--- src/hw/rtl/hsd_pkg.sv ---
`default_nettype none

package hsd_pkg;

    localparam int BITS_PER_BYTE      = 8;
    localparam int DEF_MAX_DATA_BYTES = 4;
    localparam int CFG_W              = 3;
    localparam int CFG_RESET_BYTES    = 4;

    localparam logic [1:0] ST_CLEAN   = 2'd0;
    localparam logic [1:0] ST_SINGLE  = 2'd1;
    localparam logic [1:0] ST_OVERALL = 2'd2;
    localparam logic [1:0] ST_DOUBLE  = 2'd3;

    // code positions n = k + r for a block of 'bytes' data bytes
    function automatic int f_positions(input int bytes);
        int k;
        int r;
        k = bytes * BITS_PER_BYTE;
        r = 0;
        for (int i = 0; i < 8; i++) begin
            if ((1 << i) <= k) begin
                r = i + 1;
            end
        end
        return k + r;
    endfunction

    // 1-based code position of data bit d (d-th position that is not a power of two)
    function automatic int f_data_pos(input int d);
        int cnt;
        int pos;
        cnt = 0;
        pos = 0;
        for (int p = 1; p < 128; p++) begin
            if ((p & (p - 1)) != 0) begin
                if (cnt == d && pos == 0) begin
                    pos = p;
                end
                cnt++;
            end
        end
        return pos;
    endfunction

endpackage

`default_nettype wire

--- src/hw/rtl/hamming_secded_decoder.sv ---
// Extended Hamming SECDED decoder, one codeword per request.
// Pipeline stages, in order: capture/mask, syndrome, correct; o_valid is the
// registered valid of the correct stage.
// Throughput: one codeword per cycle; an output stall holds full stages, bubbles close up.
// Reset (synchronous, i_rst_n low): all stage valids clear, block length returns to
// four data bytes (clamped to MAX_DATA_BYTES).
`default_nettype none

module hamming_secded_decoder #(
    parameter int MAX_DATA_BYTES = hsd_pkg::DEF_MAX_DATA_BYTES
) (
    input  logic                          i_clk,
    input  logic                          i_rst_n,
    // codeword channel
    input  logic                          i_valid,
    output logic                          o_ready,
    input  logic [hsd_pkg::f_positions(MAX_DATA_BYTES):0] i_codeword,
    // result channel
    output logic                          o_valid,
    input  logic                          i_ready,
    output logic [hsd_pkg::BITS_PER_BYTE*MAX_DATA_BYTES-1:0] o_data_out,
    output logic [1:0]                    o_status,
    output logic [$clog2(hsd_pkg::f_positions(MAX_DATA_BYTES)+1)-1:0] o_error_position,
    // configuration
    input  logic                          i_cfg_valid,
    output logic                          o_cfg_ready,
    input  logic [hsd_pkg::CFG_W-1:0]     i_cfg_data_bytes_used
);

    import hsd_pkg::*;

    localparam int N_MAX  = f_positions(MAX_DATA_BYTES);
    localparam int DATA_W = BITS_PER_BYTE * MAX_DATA_BYTES;
    localparam int POS_W  = $clog2(N_MAX + 1);
    localparam int RST_BYTES =
        (CFG_RESET_BYTES > MAX_DATA_BYTES) ? MAX_DATA_BYTES : CFG_RESET_BYTES;
    localparam logic [POS_W-1:0] RST_N = POS_W'(f_positions(RST_BYTES));

    // ---------------- configuration: keep the position count n ----------------
    logic [POS_W-1:0]  r_n;
    logic [CFG_W-1:0]  n_bytes;
    logic [POS_W-1:0]  n_n;

    always_comb begin
        if (i_cfg_data_bytes_used == '0) begin
            n_bytes = CFG_W'(1);
        end else if (i_cfg_data_bytes_used > CFG_W'(MAX_DATA_BYTES)) begin
            n_bytes = CFG_W'(MAX_DATA_BYTES);
        end else begin
            n_bytes = i_cfg_data_bytes_used;
        end
        n_n = POS_W'(f_positions(int'(n_bytes)));
    end

    assign o_cfg_ready = 1'b1;

    always_ff @(posedge i_clk) begin
        if (!i_rst_n) begin
            r_n <= RST_N;
        end else if (i_cfg_valid) begin
            r_n <= n_n;
        end
    end

    // ---------------- pipeline control ----------------
    logic r_s1_v, r_s2_v, r_s3_v;
    logic rdy1, rdy2, rdy3;

    assign rdy3    = !r_s3_v || i_ready;
    assign rdy2    = !r_s2_v || rdy3;
    assign rdy1    = !r_s1_v || rdy2;
    assign o_ready = rdy1;
    assign o_valid = r_s3_v;

    always_ff @(posedge i_clk) begin
        if (!i_rst_n) begin
            r_s1_v <= 1'b0;
            r_s2_v <= 1'b0;
            r_s3_v <= 1'b0;
        end else begin
            if (rdy1) begin
                r_s1_v <= i_valid;
            end
            if (rdy2) begin
                r_s2_v <= r_s1_v;
            end
            if (rdy3) begin
                r_s3_v <= r_s2_v;
            end
        end
    end

    // ---------------- stage 1: drop positions beyond n, pick overall bit ----------------
    logic [N_MAX-1:0] r_s1_word;
    logic             r_s1_ov;
    logic [N_MAX-1:0] n_s1_word;

    always_comb begin
        for (int p = 1; p <= N_MAX; p++) begin
            n_s1_word[p-1] = i_codeword[p-1] && (POS_W'(p) <= r_n);
        end
    end

    always_ff @(posedge i_clk) begin
        if (i_valid && rdy1) begin
            r_s1_word <= n_s1_word;
            r_s1_ov   <= i_codeword[r_n];
        end
    end

    // ---------------- stage 2: syndrome and overall parity ----------------
    logic [N_MAX-1:0] r_s2_word;
    logic [POS_W-1:0] r_s2_syn;
    logic             r_s2_par;
    logic [POS_W-1:0] n_s2_syn;

    always_comb begin
        n_s2_syn = '0;
        for (int p = 1; p <= N_MAX; p++) begin
            if (r_s1_word[p-1]) begin
                n_s2_syn = n_s2_syn ^ POS_W'(p);
            end
        end
    end

    always_ff @(posedge i_clk) begin
        if (r_s1_v && rdy2) begin
            r_s2_word <= r_s1_word;
            r_s2_syn  <= n_s2_syn;
            r_s2_par  <= (^r_s1_word) ^ r_s1_ov;
        end
    end

    // ---------------- stage 3: classify, correct, gather data bits ----------------
    logic [1:0]        n_s3_status;
    logic [POS_W-1:0]  n_s3_epos;
    logic [N_MAX-1:0]  n_s3_flip;
    logic [N_MAX-1:0]  n_s3_word;
    logic [DATA_W-1:0] n_s3_data;

    always_comb begin
        n_s3_epos = '0;
        n_s3_flip = '0;
        if (r_s2_syn == '0 && !r_s2_par) begin
            n_s3_status = ST_CLEAN;
        end else if (r_s2_syn == '0) begin
            n_s3_status = ST_OVERALL;
        end else if (r_s2_par && r_s2_syn <= r_n) begin
            // syndrome points inside the (possibly shortened) code
            n_s3_status = ST_SINGLE;
            n_s3_epos   = r_s2_syn;
            n_s3_flip   = {{(N_MAX-1){1'b0}}, 1'b1} << (r_s2_syn - POS_W'(1));
        end else begin
            n_s3_status = ST_DOUBLE;
        end
        n_s3_word = r_s2_word ^ n_s3_flip;
    end

    for (genvar d = 0; d < DATA_W; d++) begin : g_data
        localparam int P = f_data_pos(d);
        assign n_s3_data[d] = n_s3_word[P-1];
    end

    always_ff @(posedge i_clk) begin
        if (r_s2_v && rdy3) begin
            o_data_out       <= n_s3_data;
            o_status         <= n_s3_status;
            o_error_position <= n_s3_epos;
        end
    end

`ifndef SYNTH
    a_single_has_pos: assert property (@(posedge i_clk) disable iff (!i_rst_n)
        (o_valid && o_status == ST_SINGLE) |-> (o_error_position != '0))
        else $error("single correction without position");

    a_pos_only_single: assert property (@(posedge i_clk) disable iff (!i_rst_n)
        (o_valid && o_status != ST_SINGLE) |-> (o_error_position == '0))
        else $error("position reported without correction");

    a_backpressure_full: assert property (@(posedge i_clk) disable iff (!i_rst_n)
        !o_ready |-> (r_s1_v && r_s2_v && r_s3_v && !i_ready))
        else $error("input stalled with a bubble in the pipeline");

    a_n_in_range: assert property (@(posedge i_clk) disable iff (!i_rst_n)
        $past(i_cfg_valid) |-> (r_n <= POS_W'(N_MAX) && r_n >= POS_W'(f_positions(1))))
        else $error("block length out of range");
`endif

endmodule

`default_nettype wire

--- config.mk ---
export PLATFORM = sky130hd
export DESIGN_NAME = hamming_secded_decoder
export DESIGN_NICKNAME = d
export VERILOG_FILES = /design/src/hw/rtl/hsd_pkg.sv /design/src/hw/rtl/hamming_secded_decoder.sv
export SDC_FILE = /design/constraint.sdc
export NUM_CORES = 1
export LEC_CHECK = 0
export BUFFER_PORTS_ARGS = -buffer_cell sky130_fd_sc_hd__buf_2
export CAP_MARGIN = 20
export CORE_UTILIZATION = 54
export CTS_BUF_LIST = sky130_fd_sc_hd__clkbuf_8
export CTS_CLUSTER_DIAMETER = 40
export DETAILED_ROUTE_END_ITERATION = 7
export MAX_ROUTING_LAYER = met4
export PLACE_DENSITY = 0.79
export SYNTH_ARGS = -nofsm -noshare
export SYNTH_HDL_FRONTEND = slang
export SYNTH_SLANG_ARGS = --single-unit
--- constraint.sdc ---
create_clock -name i_clk -period 4.1 [get_ports i_clk]
set_input_delay 0.82 -clock i_clk [delete_from_list [all_inputs] [get_ports i_clk]]
set_output_delay 0.82 -clock i_clk [all_outputs]
set_load 0.01 [all_outputs]
# [Yosys cells after proc, flatten, opt, wreduce, memory -nomap -nowiden]
# Cells that the tools add are included.
[classes] n_addsub=2 n_lt_le_gt_ge=49 shift=1 muxes=55 bitwise_logic=40 reduce_logical=55
[op_table] operator="2-to-1 mux 38 bit" n=3
[op_table] operator="<= comparator 5 x 6 -> 1 bit, first input constant" n=17
[op_table] operator="2-to-1 mux 6 bit" n=14
[op_table] operator="2-to-1 mux 5 bit" n=16
[op_table] operator="<= comparator 4 x 6 -> 1 bit, first input constant" n=9
[op_table] operator="<= comparator 6 bit, first input constant" n=8
[op_table] operator="logical AND 1 bit" n=43
[op_table] operator="NOT 3 bit" n=13
[op_table] operator="XOR reduction 38 bit" n=1
[op_table] operator="left shift 1 x 6 -> 38 bit, first input constant" n=1
[op_table] operator="XOR 38 bit" n=1
[op_table] operator="2-to-1 mux 4 bit" n=8
[op_table] operator="<= comparator 3 x 6 -> 1 bit, first input constant" n=5
[op_table] operator="NOT 2 bit" n=13
[op_table] operator="NOT 4 bit" n=5
[op_table] operator="<= comparator 2 x 6 -> 1 bit, first input constant" n=3
[op_table] operator="2-to-1 mux 3 bit" n=6
[op_table] operator="<= comparator 1 x 6 -> 1 bit, first input constant" n=2
[op_table] operator="<= comparator 8 x 6 -> 1 bit, first input constant" n=1
[op_table] operator="2-to-1 mux 2 bit" n=4
[op_table] operator="<= comparator 7 x 6 -> 1 bit, first input constant" n=1
[op_table] operator="less-than comparator 6 x 7 -> 1 bit, second input constant" n=1
[op_table] operator="adder 6 bit" n=1
[op_table] operator="binary-select mux 1 bit (select 6 bit)" n=1
[op_table] operator="14 further kinds" n=25
[totals] register_bits=133 output_inout_bits=43 wordCells=215

# [Longest topological paths before layout]
# Gate-level depths: netlist (run 1).
[depth] depth_word=70 mapped_depth=12

# [Worst setup path before layout (run 1)]
# OpenSTA, ideal clock, no wires.
[synth_timing] path_type="input to register" from="input port i_ready" to="register r_s2_par, enable pin" setup_time_ns=0.495 arrival_ns=3.786 slack_ns=-0.181 stages=2 path_cell_list="nor2b_1 > a21boi_0"
[synth_via] elab_chain_cells=3
[synth_lines] item="start: declaration" line="hamming_secded_decoder.sv:20" text="input logic i_ready,"
[synth_lines] item="logical OR 1 bit" line="hamming_secded_decoder.sv:69" text="assign rdy3 = !r_s3_v || i_ready;"
[synth_lines] item="logical OR 1 bit" line="hamming_secded_decoder.sv:70" text="assign rdy2 = !r_s2_v || rdy3;"
[synth_lines] item="logical AND 1 bit" line="hamming_secded_decoder.sv:127" text="if (r_s1_v && rdy2) begin"
[synth_lines] item="end signal: assignment" line="hamming_secded_decoder.sv:130" text="r_s2_par <= (^r_s1_word) ^ r_s1_ov;"
[synth_lines] item="end: declaration" line="hamming_secded_decoder.sv:114" text="logic r_s2_par;"
# No other way between the ends.
# A chain may end at the register's enable or synchronous reset.

# [Worst setup path after layout (run 1)]
[layout_timing] from="register r_n[2]" to="register o_data_out[7] in the netlist's numbering (data pin)"
[layout_via] elab_chain_cells=6
[layout_lines] item="start: declaration" line="hamming_secded_decoder.sv:40" text="logic [POS_W-1:0] r_n;"
[layout_lines] item="start signal: assignment" line="hamming_secded_decoder.sv:61" text="r_n <= n_n;"
[layout_lines] item="<= comparator 6 bit" line="hamming_secded_decoder.sv:148" text="end else if (r_s2_par && r_s2_syn <= r_n) begin"
[layout_lines] item="logical AND 1 bit" line="hamming_secded_decoder.sv:148"
[layout_lines] item="2-to-1 mux 38 bit" line="hamming_secded_decoder.sv:148"
[layout_lines] item="2-to-1 mux 38 bit" line="hamming_secded_decoder.sv:146" text="end else if (r_s2_syn == '0) begin"
[layout_lines] item="2-to-1 mux 38 bit" line="hamming_secded_decoder.sv:144" text="if (r_s2_syn == '0 && !r_s2_par) begin"
[layout_lines] item="XOR 38 bit" line="hamming_secded_decoder.sv:156" text="n_s3_word = r_s2_word ^ n_s3_flip;"
[layout_lines] item="via n_s3_word[11]" line="hamming_secded_decoder.sv:138" text="logic [N_MAX-1:0] n_s3_word;"
[layout_lines] item="end signal: assignment" line="hamming_secded_decoder.sv:166" text="o_data_out <= n_s3_data;"
[layout_lines] item="end: declaration" line="hamming_secded_decoder.sv:21" text="output logic [hsd_pkg::BITS_PER_BYTE*MAX_DATA_BYTES-1:0] o_data_out,"
# The timed path passes the listed nets, and every way through them passes these cells.

==> results of run 1 <==
[power groups by stage]
stage	clock network [mW]	logic, mW	registers (mW)
after detailed placement	0	0.765	1.70
after floorplan	0	0.665	1.65
after CTS	1.23	0.772	1.67
final	1.22	0.782	1.67
after global routing	1.30	0.851	1.68
after global placement	0	0.739	1.69
[sequential cells by signal (all words and copies together), names as in the netlist]
name / cells
r_s1_ov: 1
r_s1_word: 38
r_s2_par: 1
r_s2_syn: 6
o_status: 2
o_error_position: 6
r_s2_v: 1
r_n: 6
r_s1_v: 1
o_valid: 1
o_data_out: 32
r_s2_word: 32
[area by class of cell]
| cell class | instances | area [sq um] | share of cell area |
|---|---|---|---|
| inverters | 12 | 45.0 | 0.00605 |
| clock inverters | 15 | 219 | 0.0294 |
| multi-input cells | 324 | 2510 | 0.337 |
| flip-flops and latches | 127 | 3720 | 0.501 |
| clock buffers | 17 | 234 | 0.0314 |
| repair buffers | 94 | 531 | 0.0713 |
| well taps | 143 | 179 | 0.0240 |
[per-layer routing]
metal | share of wire | wire, um | global-route usage
met2 | 0.48 | 6310 | 0.369
met5 | 0 | 0 | -
met3 | 0.069 | 904 | 0.0618
met4 | 0.021 | 272 | 0.0889
met1 | 0.43 | 5590 | 0.289
[per-stage QoR]
| step | hold WS, ns | cell area [sq um] | instances | power (mW) |
|---|---|---|---|---|
| floorplan | 0.448 | 6380 | 486 | 2.31 |
| global placement | 0.465 | 6910 | 696 | 2.43 |
| detailed placement | 0.461 | 6930 | 697 | 2.46 |
| CTS | 0.477 | 7380 | 729 | 3.67 |
| global route | 0.491 | 7440 | 732 | 3.83 |
| finish | 0.476 | 7440 | 732 | 3.67 |
[synth_stat cells, types with 6 or more instances]
cell type    n
nand2_1     20
and2_1      10
dfxtp_1      9
ha_1         6
mux4_2       8
nand3_1     17
clkbuf_1    10
xnor2_1     79
nor3_1      10
inv_1       12
o21ai_0     16
xor2_1      24
nor2b_1     11
nor2_1      19
nand4_1     12
edfxtp_1   118
o21a_1       6
a21oi_1     16
xnor2_2      6
a21boi_0    17
[cell families (layout without fill, tap and decap cells)]
logic type	Yosys count	in the layout
xor+xnor	109	109
compound gates	65	65
fa+ha+maj	6	6
buf+inv	35	138
mux	15	15
simple gates	128	128
flops	127	127
other cells	1	1
[worst min path at each step]
| stage | start | end | slack (ns) | cells after the start |
|---|---|---|---|---|
| global route | r_s1_word[8]$_DFFE_PP_ | r_s2_word[8]$_DFFE_PP_ | 0.49 | 0 |
| floorplan | r_s1_word[8]$_DFFE_PP_ | r_s2_word[8]$_DFFE_PP_ | 0.45 | 0 |
| finish | r_s1_word[8]$_DFFE_PP_ | r_s2_word[8]$_DFFE_PP_ | 0.48 | 0 |
| global placement | r_s1_word[8]$_DFFE_PP_ | r_s2_word[8]$_DFFE_PP_ | 0.46 | 0 |
| CTS | r_s1_word[8]$_DFFE_PP_ | r_s2_word[8]$_DFFE_PP_ | 0.48 | 0 |
| detailed placement | r_s1_word[8]$_DFFE_PP_ | r_s2_word[8]$_DFFE_PP_ | 0.46 | 0 |
==> summary.txt, run 1 <==
status -> completed
slack of the critical path -> 0.829 ns
adder-cell share of the synthesized area -> 0.0118
RR Startpoint -> r_n[2]$_SDFFE_PN1P_
drt total wl -> 13100 um
vias in the first global route -> 4088
clk_skew -> 0.0109 ns
worst min path class -> flip-flop to flip-flop
Num CTS Buffers -> 17
vias post-DR -> 4071
XOR/XNOR Fraction of Synth Area -> 0.157
Post-CTS Hold Fix Bufs -> 0
initial core utilization -> 0.557
Synth top area share -> 0.555
Sum Neg Setup Slack -> 0 ns
grt total ovfl -> 0
number of synthesized flops with an enable pin -> 118
site row count -> 39
Post-Syn Nets -> 539
Crit. path cell count -> 8
#FFs+latches synth -> 127
WS Path Type -> flip-flop to flip-flop
syn_area_per_cell -> 13.1 sq um
post-synthesis sequential area ratio -> 0.583
slowest CP cell -> dfxtp_1
Total GRT Usage -> 0.233
WL/cell -> 17.9 um
Main synth FF type -> edfxtp_1
DIE AREA -> 12300 sq um
Sw Pwr -> 1.04 mW
Yosys cell types -> 52
final core utilization -> 0.649
Worst Setup EP -> o_data_out[7]$_DFFE_PP_
leading cell types in the layout, fill and taps excluded -> edfxtp_1, buf_2, xnor2_1, xor2_1, nand2_1
Root Driver -> clkbuf_8
Final setup violation count -> 0
Reg power frac -> 0.454
ANT nets after route -> 0
Yosys top cell by area -> edfxtp_1
clock power share -> 0.333
r2r setup slk -> 0.83 ns
P&R area growth vs syn -> 16.6%
Internal Dissipation -> 2.63 mW
fill count -> 847
leading cell type in the layout, fill and taps excluded -> edfxtp_1
H-tree depth -> 4
compound-gate portion of the synthesized area -> 0.0653
CTS tree -> yes
Clock transition at path regs -> 0.07 ns
first-pass GRT wire length -> 21000 um
worst skew pair latency -> 0.44 ns
GPL Wtd Cong -> 0.902
Worst slew margin -> 0.518
critical-path cell list -> inv_1 > ha_1 > a21o_1 > a21o_1 > a211oi_2 > or2_1 > nand4_1 > xnor2_1
core footprint -> 11500 sq um
Req. time, crit path -> 4.29 ns
WP buf/inv -> 1
Setup Buffers After CTS -> 0
Post-Synthesis Cells -> 486
Starting DRT DRC Count -> 287
Logic pwr share -> 0.213
final net count -> 629
Slew @ Worst Pin -> 0.721 ns
Via-to-Cell Ratio -> 5.56
maximum VDD drop -> 0.220 mV
PortBufs -> 88
Detailed Place HPWL -> 9790 um
final slew viol count -> 0
Sink Count -> 127
R2R cell count -> 8
crit path from -> r_n[2]$_SDFFE_PN1P_
DP Worst Slack -> 0.877 ns
fmax -> 0.306 GHz
RSZ-0062 raised after global routing -> false
Hold Fails Final Rpt -> 0
arrival time at the worst endpoint -> 3.46 ns
initial antenna violation count -> 0
type of origin of the critical path -> flip-flop
Die Y-Extent -> 111 um
mapped cell area -> 6380 sq um
DRC Markers -> 0
die width -> 111 um
Leakage -> 2.73 nW
length of the first detailed-routing pass in iterations -> 5
I/O pin cnt -> 90
CP endpoint kind -> flip-flop
delay-heaviest family, CP -> simple AND/OR/NAND/NOR gates
mux contribution to synthesized area -> 0.0402
crit path max fanout -> 24
switch share -> 0.284
CTS max path bufs -> 2
reg-to-reg critical path endpoint -> o_data_out[7]$_DFFE_PP_
Async SR Flop Fraction -> 0
Antenna diodes -> 0
Final Critical Period -> 3.27 ns
CP peak stage delay -> 0.76 ns
Period Utilization, post-route -> 0.798
largest cells by area after synthesis -> edfxtp_1, xnor2_1, xor2_1
Ys Warns -> 0
layout cells sized above 1 -> 0.260
Simple-Gate Fraction of Synth Area -> 0.113
largest net degree at the start of global routing -> 41
main combinational cell family by area after synthesis -> XOR/XNOR gates
post-cts repair resize count -> 0
most frequent CP cell -> a21o_1
power density cells -> 494 nW/um^2
max-cap check violation count -> 0
No activity file was read; power rests on OpenSTA's default activity.
==> inputs of run 2 (changes only) <==
Settings changed: ABC_AREA from default to 1, CORE_UTILIZATION 54 to 61, PLACE_DENSITY 0.79 to 0.83.
Clock period 4.1 ns to 3.2 ns, I/O delays scaled along.
==> summary.txt, run 2 <==
status -> finished with violations
failing checks -> design-rule violations
CTS tree -> yes
Sum Neg Setup Slack -> 0 ns (unchanged)
Hold Crit Start -> i_rst_n
WP buf/inv -> 2 (+1)
CTS max path bufs -> 2 (unchanged)
type of origin of the critical path -> flip-flop
Synth top area share -> 0.485 (-0.0705)
Worst slew margin -> 0.618 (+0.0996)
fill count -> 898 (+6.0%)
maximum VDD drop -> 0.289 mV (+31%)
first-pass GRT wire length -> 27500 um (+31%)
Via-to-Cell Ratio -> 5.24 (-5.8%)
worst min path class -> input port to flip-flop
Post-CTS Hold Fix Bufs -> 0 (unchanged)
Biggest register -> r_s1_word
Yosys top cell by area -> edfxtp_1
core footprint -> 11600 sq um (+0.85%)
Main synth FF type -> edfxtp_1
Sink Count -> 127 (unchanged)
Yosys cell types -> 40 (-23%)
Detailed Place HPWL -> 13100 um (+34%)
arrival time at the worst endpoint -> 2.65 ns (-0.81 ns)
power density cells -> 531 nW/um^2 (+7.5%)
P&R area growth vs syn -> 13.9%
WS Path Type -> flip-flop to flip-flop
Hold Fails Final Rpt -> 0 (unchanged)
Period Utilization, post-route -> 0.771 (-0.0272)
Clock transition at path regs -> 0.08 ns (about the same)
I/O pin cnt -> 90 (unchanged)
Leakage -> 3.85 nW (+41%)
initial antenna violation count -> 0 (unchanged)
Final setup violation count -> 0 (unchanged)
worst skew pair latency -> 0.44 ns (about the same)
delay-heaviest family, CP -> flip-flops
number of synthesized flops with an enable pin -> 118 (unchanged)
largest net degree at the start of global routing -> 41 (unchanged)
final net count -> 1006 (+60%)
length of the first detailed-routing pass in iterations -> 8 (+3)
final core utilization -> 0.720 (+0.0712)
Largest regs -> r_s1_word: 38 flops, o_data_out: 32 flops, r_s2_word: 32 flops
#FFs+latches synth -> 127 (unchanged)
Async SR Flop Fraction -> 0 (unchanged)
post-cts repair resize count -> 0 (unchanged)
most frequent CP cell -> nand2_1
final slew viol count -> 0 (unchanged)
critical-path cell list -> ha_1 > nand2_1 > nor2_1 > o21ai_1 > nand2_1 > o21ai_1 > nand2_1 > inv_1 > buf_4 > nand3_1 > xnor2_1
layout cells sized above 1 -> 0.158 (-0.101)
Post-Syn Nets -> 906 (+68%)
slack of the critical path -> 0.734 ns (-0.0950 ns)
syn_area_per_cell -> 8.57 sq um (-35%)
max-cap check violation count -> 0 (unchanged)
RR Startpoint -> r_s2_syn[3]$_DFFE_PP_
fmax -> 0.406 GHz (+33%)
ANT nets after route -> 0 (unchanged)
most common cell in the netlist -> nand2_1
vias post-DR -> 5807 (+43%)
site row count -> 39 (unchanged)
Slew @ Worst Pin -> 0.571 ns (-0.150 ns)
leading cell type in the layout, fill and taps excluded -> nand2_1
max reg flops -> 38 (unchanged)
mapped cell area -> 7310 sq um (+15%)
Num CTS Buffers -> 17 (unchanged)
DRC Markers -> 6 (+6)
initial core utilization -> 0.632 (+0.0756)
crit path max fanout -> 20 (-17%)
Total GRT Usage -> 0.298 (+0.0649)
Post-synth top cells -> nand2_1, inv_1, edfxtp_1, nor2_1, xnor2_1
RSZ-0062 raised after global routing -> false
Post-Synthesis Cells -> 853 (+76%)
crit path from -> r_s2_syn[3]$_DFFE_PP_
Ys Warns -> 0 (unchanged)
DIE AREA -> 12400 sq um (+1.4%)
slowest CP cell -> edfxtp_1
Final Critical Period -> 2.47 ns (-0.805 ns)
Req. time, crit path -> 3.39 ns (-0.90 ns)
largest cells by area after synthesis -> edfxtp_1, nand2_1, inv_1
Antenna diodes -> 0 (unchanged)
PortBufs -> 88 (unchanged)
leading cell types in the layout, fill and taps excluded -> nand2_1, inv_1, edfxtp_1, buf_2, nor2_1
grt total ovfl -> 0 (unchanged)
CP endpoint kind -> flip-flop
drt total wl -> 16900 um (+29%)
Root Driver -> clkbuf_8
Die Y-Extent -> 111 um (+0.69%)
post-synthesis sequential area ratio -> 0.509 (-0.0741)
DP Worst Slack -> 0.783 ns (-0.0943 ns)
Starting DRT DRC Count -> 506 (+76%)
WL/cell -> 15.3 um (-15%)
GPL Wtd Cong -> 0.971 (+7.7%)
vias in the first global route -> 5596 (+37%)
CP peak stage delay -> 0.66 ns (-0.10 ns)
Setup Buffers After CTS -> 0 (unchanged)
clk_skew -> 0.0130 ns (+0.00214 ns)
H-tree depth -> 4 (unchanged)
die width -> 111 um (+0.69%)
-- run 2: cell count changes after synthesis, moves of 8 or more --
| cell | previous run | this run |
|---|---|---|
| a21boi_0 | 17 | 0 |
| nand3_1 | 17 | 42 |
| and2_1 | 10 | 0 |
| a211oi_1 | 0 | 8 |
| nor2b_1 | 11 | 0 |
| xnor2_1 | 79 | 53 |
| nand2_1 | 20 | 250 |
| nor2_1 | 19 | 74 |
| o21ai_0 | 16 | 24 |
| mux4_2 | 8 | 0 |
| inv_1 | 12 | 137 |
-- run 2: worst reg2reg max path, stage by stage, from the launching register on --
cell and delay (ns):
edfxtp_1 0.66, ha_1 0.34, nand2_1 0.06, nor2_1 0.05
o21ai_1 0.07, nand2_1 0.07, o21ai_1 0.17, nand2_1 0.18
inv_1 0.09, buf_4 0.24, nand3_1 0.13, xnor2_1 0.17
-- run 2: power breakdown --
group	internal (mW)	total, mW	switching [mW]	leakage [nW]
sequential	1.95	2.06	0.107	1.20
clock	0.765	1.41	0.648	0.199
combinational	0.333	0.951	0.619	2.45
-- run 2: area by class of cell --
cell class	count	area, sq um	area share
Tap cell	143	179	0.0215
Clock buffer	17	234	0.0281
Inverter	143	542	0.0651
Multi-Input combinational cell	565	2960	0.355
Sequential cell	127	3720	0.447
Timing Repair Buffer	99	523	0.0628
Clock inverter	15	166	0.0200
-- run 2: routing by layer --
layer | global-route usage | vias to the layer above | share of wire
li1 | - | 2934 | -
met1 | 0.351 | 2581 | 0.41
met2 | 0.488 | 248 | 0.49
met3 | 0.0566 | 44 | 0.056
met4 | 0.156 | 0 | 0.042
met5 | - | - | 0
-- run 2: per-stage QoR --
stage | total power [mW] | hold WS (ns) | cells | cell area, sq um
3_3_place_gp | 2.99 | 0.471 | 1077 | 7930
3_5_place_dp | 3.02 | 0.489 | 1077 | 7930
2_1_floorplan | 2.77 | 0.421 | 853 | 7310
6_report | 4.42 | 0.450 | 1109 | 8330
5_1_grt | 4.63 | 0.443 | 1109 | 8330
4_1_cts | 4.42 | 0.425 | 1109 | 8330
-- run 2: path summary, 6_finish.rpt --
kind	to	slack [ns]	depth (start not counted)
max	o_data_out[15]$_DFFE_PP_	0.73	11
min reg2reg	r_s2_v$_SDFFE_PN0P_	0.49	2
max reg2reg	o_data_out[15]$_DFFE_PP_	0.73	11
min	r_n[5]$_SDFFE_PN1P_	0.45	2
-- run 2: kinds of logic (layout without fill, tap and decap cells) --
kind of cell	after synthesis	after routing	share of synthesized area
other	1	1	0.000513
AO/OA/AOI/OAI	71	71	0.0589
buffers and inverters	161	274	0.0875
XOR/XNOR	82	82	0.0982
adder cells (fa/ha/maj)	6	6	0.0103
flip-flops	127	127	0.509
AND/OR/NAND/NOR	405	405	0.235
==> inputs of run 3 (changes only) <==
Settings changed: CORE_UTILIZATION 61 to 55, PLACE_DENSITY 0.83 to 0.79.
Clock period 3.2 ns to 2.1 ns, I/O delays scaled along.
==> summary.txt, run 3 (synthesis results as in run 2) <==
Num CTS Buffers -> 17 (unchanged)
Total GRT Usage -> 0.274 (-0.0237)
WHS -> 0.242 ns (-0.207 ns)
crit path from -> r_s2_syn[4]$_DFFE_PP_
site row count -> 41 (+5.1%)
Internal Dissipation -> 4.64 mW (+52%)
die width -> 117 um (+5.2%)
maximum VDD drop -> 0.443 mV (+53%)
DRC Markers -> 0 (-6)
Worst slew margin -> 0.526 (-0.0915)
Biggest register -> r_s1_word
RR Startpoint -> r_s2_syn[4]$_DFFE_PP_
slowest CP cell -> edfxtp_1
area of placed instances -> 8190 sq um (+3.3%)
GPL Wtd Cong -> 0.993 (+2.3%)
CP peak stage delay -> 0.42 ns (-0.24 ns)
slack of the critical path -> -0.0850 ns (-0.819 ns)
Clock transition at path regs -> 0.08 ns (about the same)
Post-CTS Hold Fix Bufs -> 0 (unchanged)
Req. time, crit path -> 2.31 ns (-1.08 ns)
first-pass GRT wire length -> 26700 um (-2.9%)
vias post-DR -> 6077 (+4.6%)
PortBufs -> 88 (unchanged)
Sw Pwr -> 2.17 mW (+58%)
clk_skew -> 0.0151 ns (+0.00211 ns)
Die Y-Extent -> 117 um (+5.2%)
leading cell types in the layout, fill and taps excluded -> nand2_1, inv_1, edfxtp_1, buf_2, nor2_1
CTS tree -> yes
max-cap check violation count -> 0 (unchanged)
worst min path class -> input port to flip-flop
largest net degree at the start of global routing -> 41 (unchanged)
DIE AREA -> 13800 sq um (+11%)
Hold Fails Final Rpt -> 0 (unchanged)
final instance area -> 8870 sq um (+6.6%)
fmax -> 0.458 GHz (+13%)
Slew @ Worst Pin -> 0.704 ns (+0.133 ns)
footprint of the multi-input gates -> 3160 sq um (+6.8%)
Root Driver -> clkbuf_8
Final Critical Period -> 2.18 ns (-0.281 ns)
placed cells -> 1131 (+5.0%)
P&R area growth vs syn -> 21.4%
Starting DRT DRC Count -> 490 (-3.2%)
drt total wl -> 17600 um (+3.8%)
worst skew pair latency -> 0.45 ns (about the same)
WL/cell -> 15.0 um (-1.9%)
length of the first detailed-routing pass in iterations -> 5 (-3)
critical-path cell list -> ha_1 > nand2_1 > nor2_2 > o21ai_1 > nand2_1 > o21ai_2 > nand2_2 > inv_4 > clkbuf_16 > nand3_2 > xnor2_1
Overall Power -> 6.82 mW (+54%)
CP endpoint kind -> flip-flop
Worst Setup EP -> o_data_out[14]$_DFFE_PP_
arrival time at the worst endpoint -> 2.39 ns (-0.26 ns)
grt total ovfl -> 0 (unchanged)
most frequent CP cell -> nand2_1
I/O pin cnt -> 90 (unchanged)
crit path max fanout -> 6 (-70%)
Final setup violation count -> 29 (+29)
Antenna diodes -> 0 (unchanged)
Register Area -> 3730 sq um (+0.10%)
Post-Layout Cell Count -> 1173 (+5.8%)
switch share -> 0.319 (+0.00829)
Largest regs -> r_s1_word: 38 flops, o_data_out: 32 flops, r_s2_word: 32 flops
vias in the first global route -> 5503 (-1.7%)
Leakage -> 4.10 nW (+6.3%)
Via-to-Cell Ratio -> 5.18 (-1.1%)
initial antenna violation count -> 0 (unchanged)
leading cell type in the layout, fill and taps excluded -> nand2_1
core footprint -> 12800 sq um (+10%)
final net count -> 1041 (+3.5%)
Logic pwr share -> 0.262 (+0.047)
failing checks -> negative setup slack
initial core utilization -> 0.572 (-0.0598)
ANT nets after route -> 0 (unchanged)
clock power share -> 0.282 (-0.038)
RSZ-0062 raised after global routing -> true
power density cells -> 768 nW/um^2 (+45%)
fill count -> 968 (+7.8%)
WS Path Type -> flip-flop to flip-flop
Detailed Place HPWL -> 13300 um (+1.0%)
final slew viol count -> 0 (unchanged)
reg-to-reg critical path endpoint -> o_data_out[14]$_DFFE_PP_
max reg flops -> 38 (unchanged)
CTS max path bufs -> 2 (unchanged)
R2R cell count -> 11 (unchanged)
Reg power frac -> 0.456 (-0.009)
Sink Count -> 127 (unchanged)
Period Utilization, post-route -> 1.04 (+0.270)
layout cells sized above 1 -> 0.223 (+0.0644)
status -> finished with violations
H-tree depth -> 4 (unchanged)
type of origin of the critical path -> flip-flop
r2r setup slk -> -0.08 ns (-0.82 ns)
## run 3: changes by cell type in the layout (fill, tap and decap cells not counted), moves of 5 or more
cell     before  now
nand3_1      42   34
nor2_4        2    7
buf_4        11   38
nor2_2        5   10
nand3_2       2    7
nand2_1     250  243
nor2_1       74   64
## run 3: timing repair
action	in CTS	in global routing
endpoints found under the setup margin	34	37
resized for setup	2	50
pin swaps	2	13
hold endpoints to repair	0	0
cloned	0	1
buffers inserted	3	6
## run 3: per-layer routing
metal	routed length, um	global-route usage
met1	7320	0.323
met2	8490	0.444
met3	994	0.0520
met4	779	0.152
met5	0	-
## run 3: layout make-up
type                            instances  area share
Sequential cell                       127       0.420
Multi-Input combinational cell        565       0.356
Timing Repair Buffer                  134      0.0969
Inverter                              143      0.0622
Clock buffer                           19      0.0295
Tap cell                              172      0.0242
Clock inverter                         13      0.0111
## run 3: worst max-delay path: cells and delay by family (launching register included)
| family | cells | cell delay (ns) |
|---|---|---|
| adder cells (fa/ha/maj) | 1 | 0.31 |
| XOR/XNOR | 1 | 0.14 |
| AO/OA/AOI/OAI | 2 | 0.28 |
| flip-flops | 1 | 0.42 |
| buffers and inverters | 2 | 0.30 |
| AND/OR/NAND/NOR | 5 | 0.49 |
## run 3: per-stage QoR
stage,utilization,setup slack [ns],TNS [ns]
after floorplan,-,0.00738,0
after global placement,0.641,0.0483,0
after detailed placement,0.641,-0.0882,-1.18
after CTS,0.672,-0.0123,-0.0220
after global routing,0.695,-0.109,-2.46
final,0.695,-0.0850,-1.37
## run 3: worst min path at each step
stage / startpoint / to / cells after the start / slack [ns]
floorplan: r_s1_word[22]$_DFFE_PP_ / r_s2_word[22]$_DFFE_PP_ / 0 / 0.42
finish: i_valid / r_s1_v$_SDFFE_PN0N_ / 3 / 0.24
CTS: i_valid / r_s1_v$_SDFFE_PN0N_ / 3 / 0.22
global route: i_rst_n / r_n[5]$_SDFFE_PN1P_ / 2 / 0.26
detailed placement: r_s1_v$_SDFFE_PN0N_ / r_s2_v$_SDFFE_PN0P_ / 2 / 0.48
global placement: r_s1_v$_SDFFE_PN0N_ / r_s2_v$_SDFFE_PN0P_ / 2 / 0.48
## run 3: power groups by stage
| stage | sequential (mW) | clock [mW] | combinational [mW] |
|---|---|---|---|
| 5_1_grt | 3.12 | 2.04 | 1.97 |
| 2_1_floorplan | 3.13 | 0 | 1.10 |
| 3_5_place_dp | 3.15 | 0 | 1.54 |
| 6_report | 3.11 | 1.92 | 1.79 |
| 4_1_cts | 3.10 | 1.95 | 1.59 |
| 3_3_place_gp | 3.15 | 0 | 1.50 |
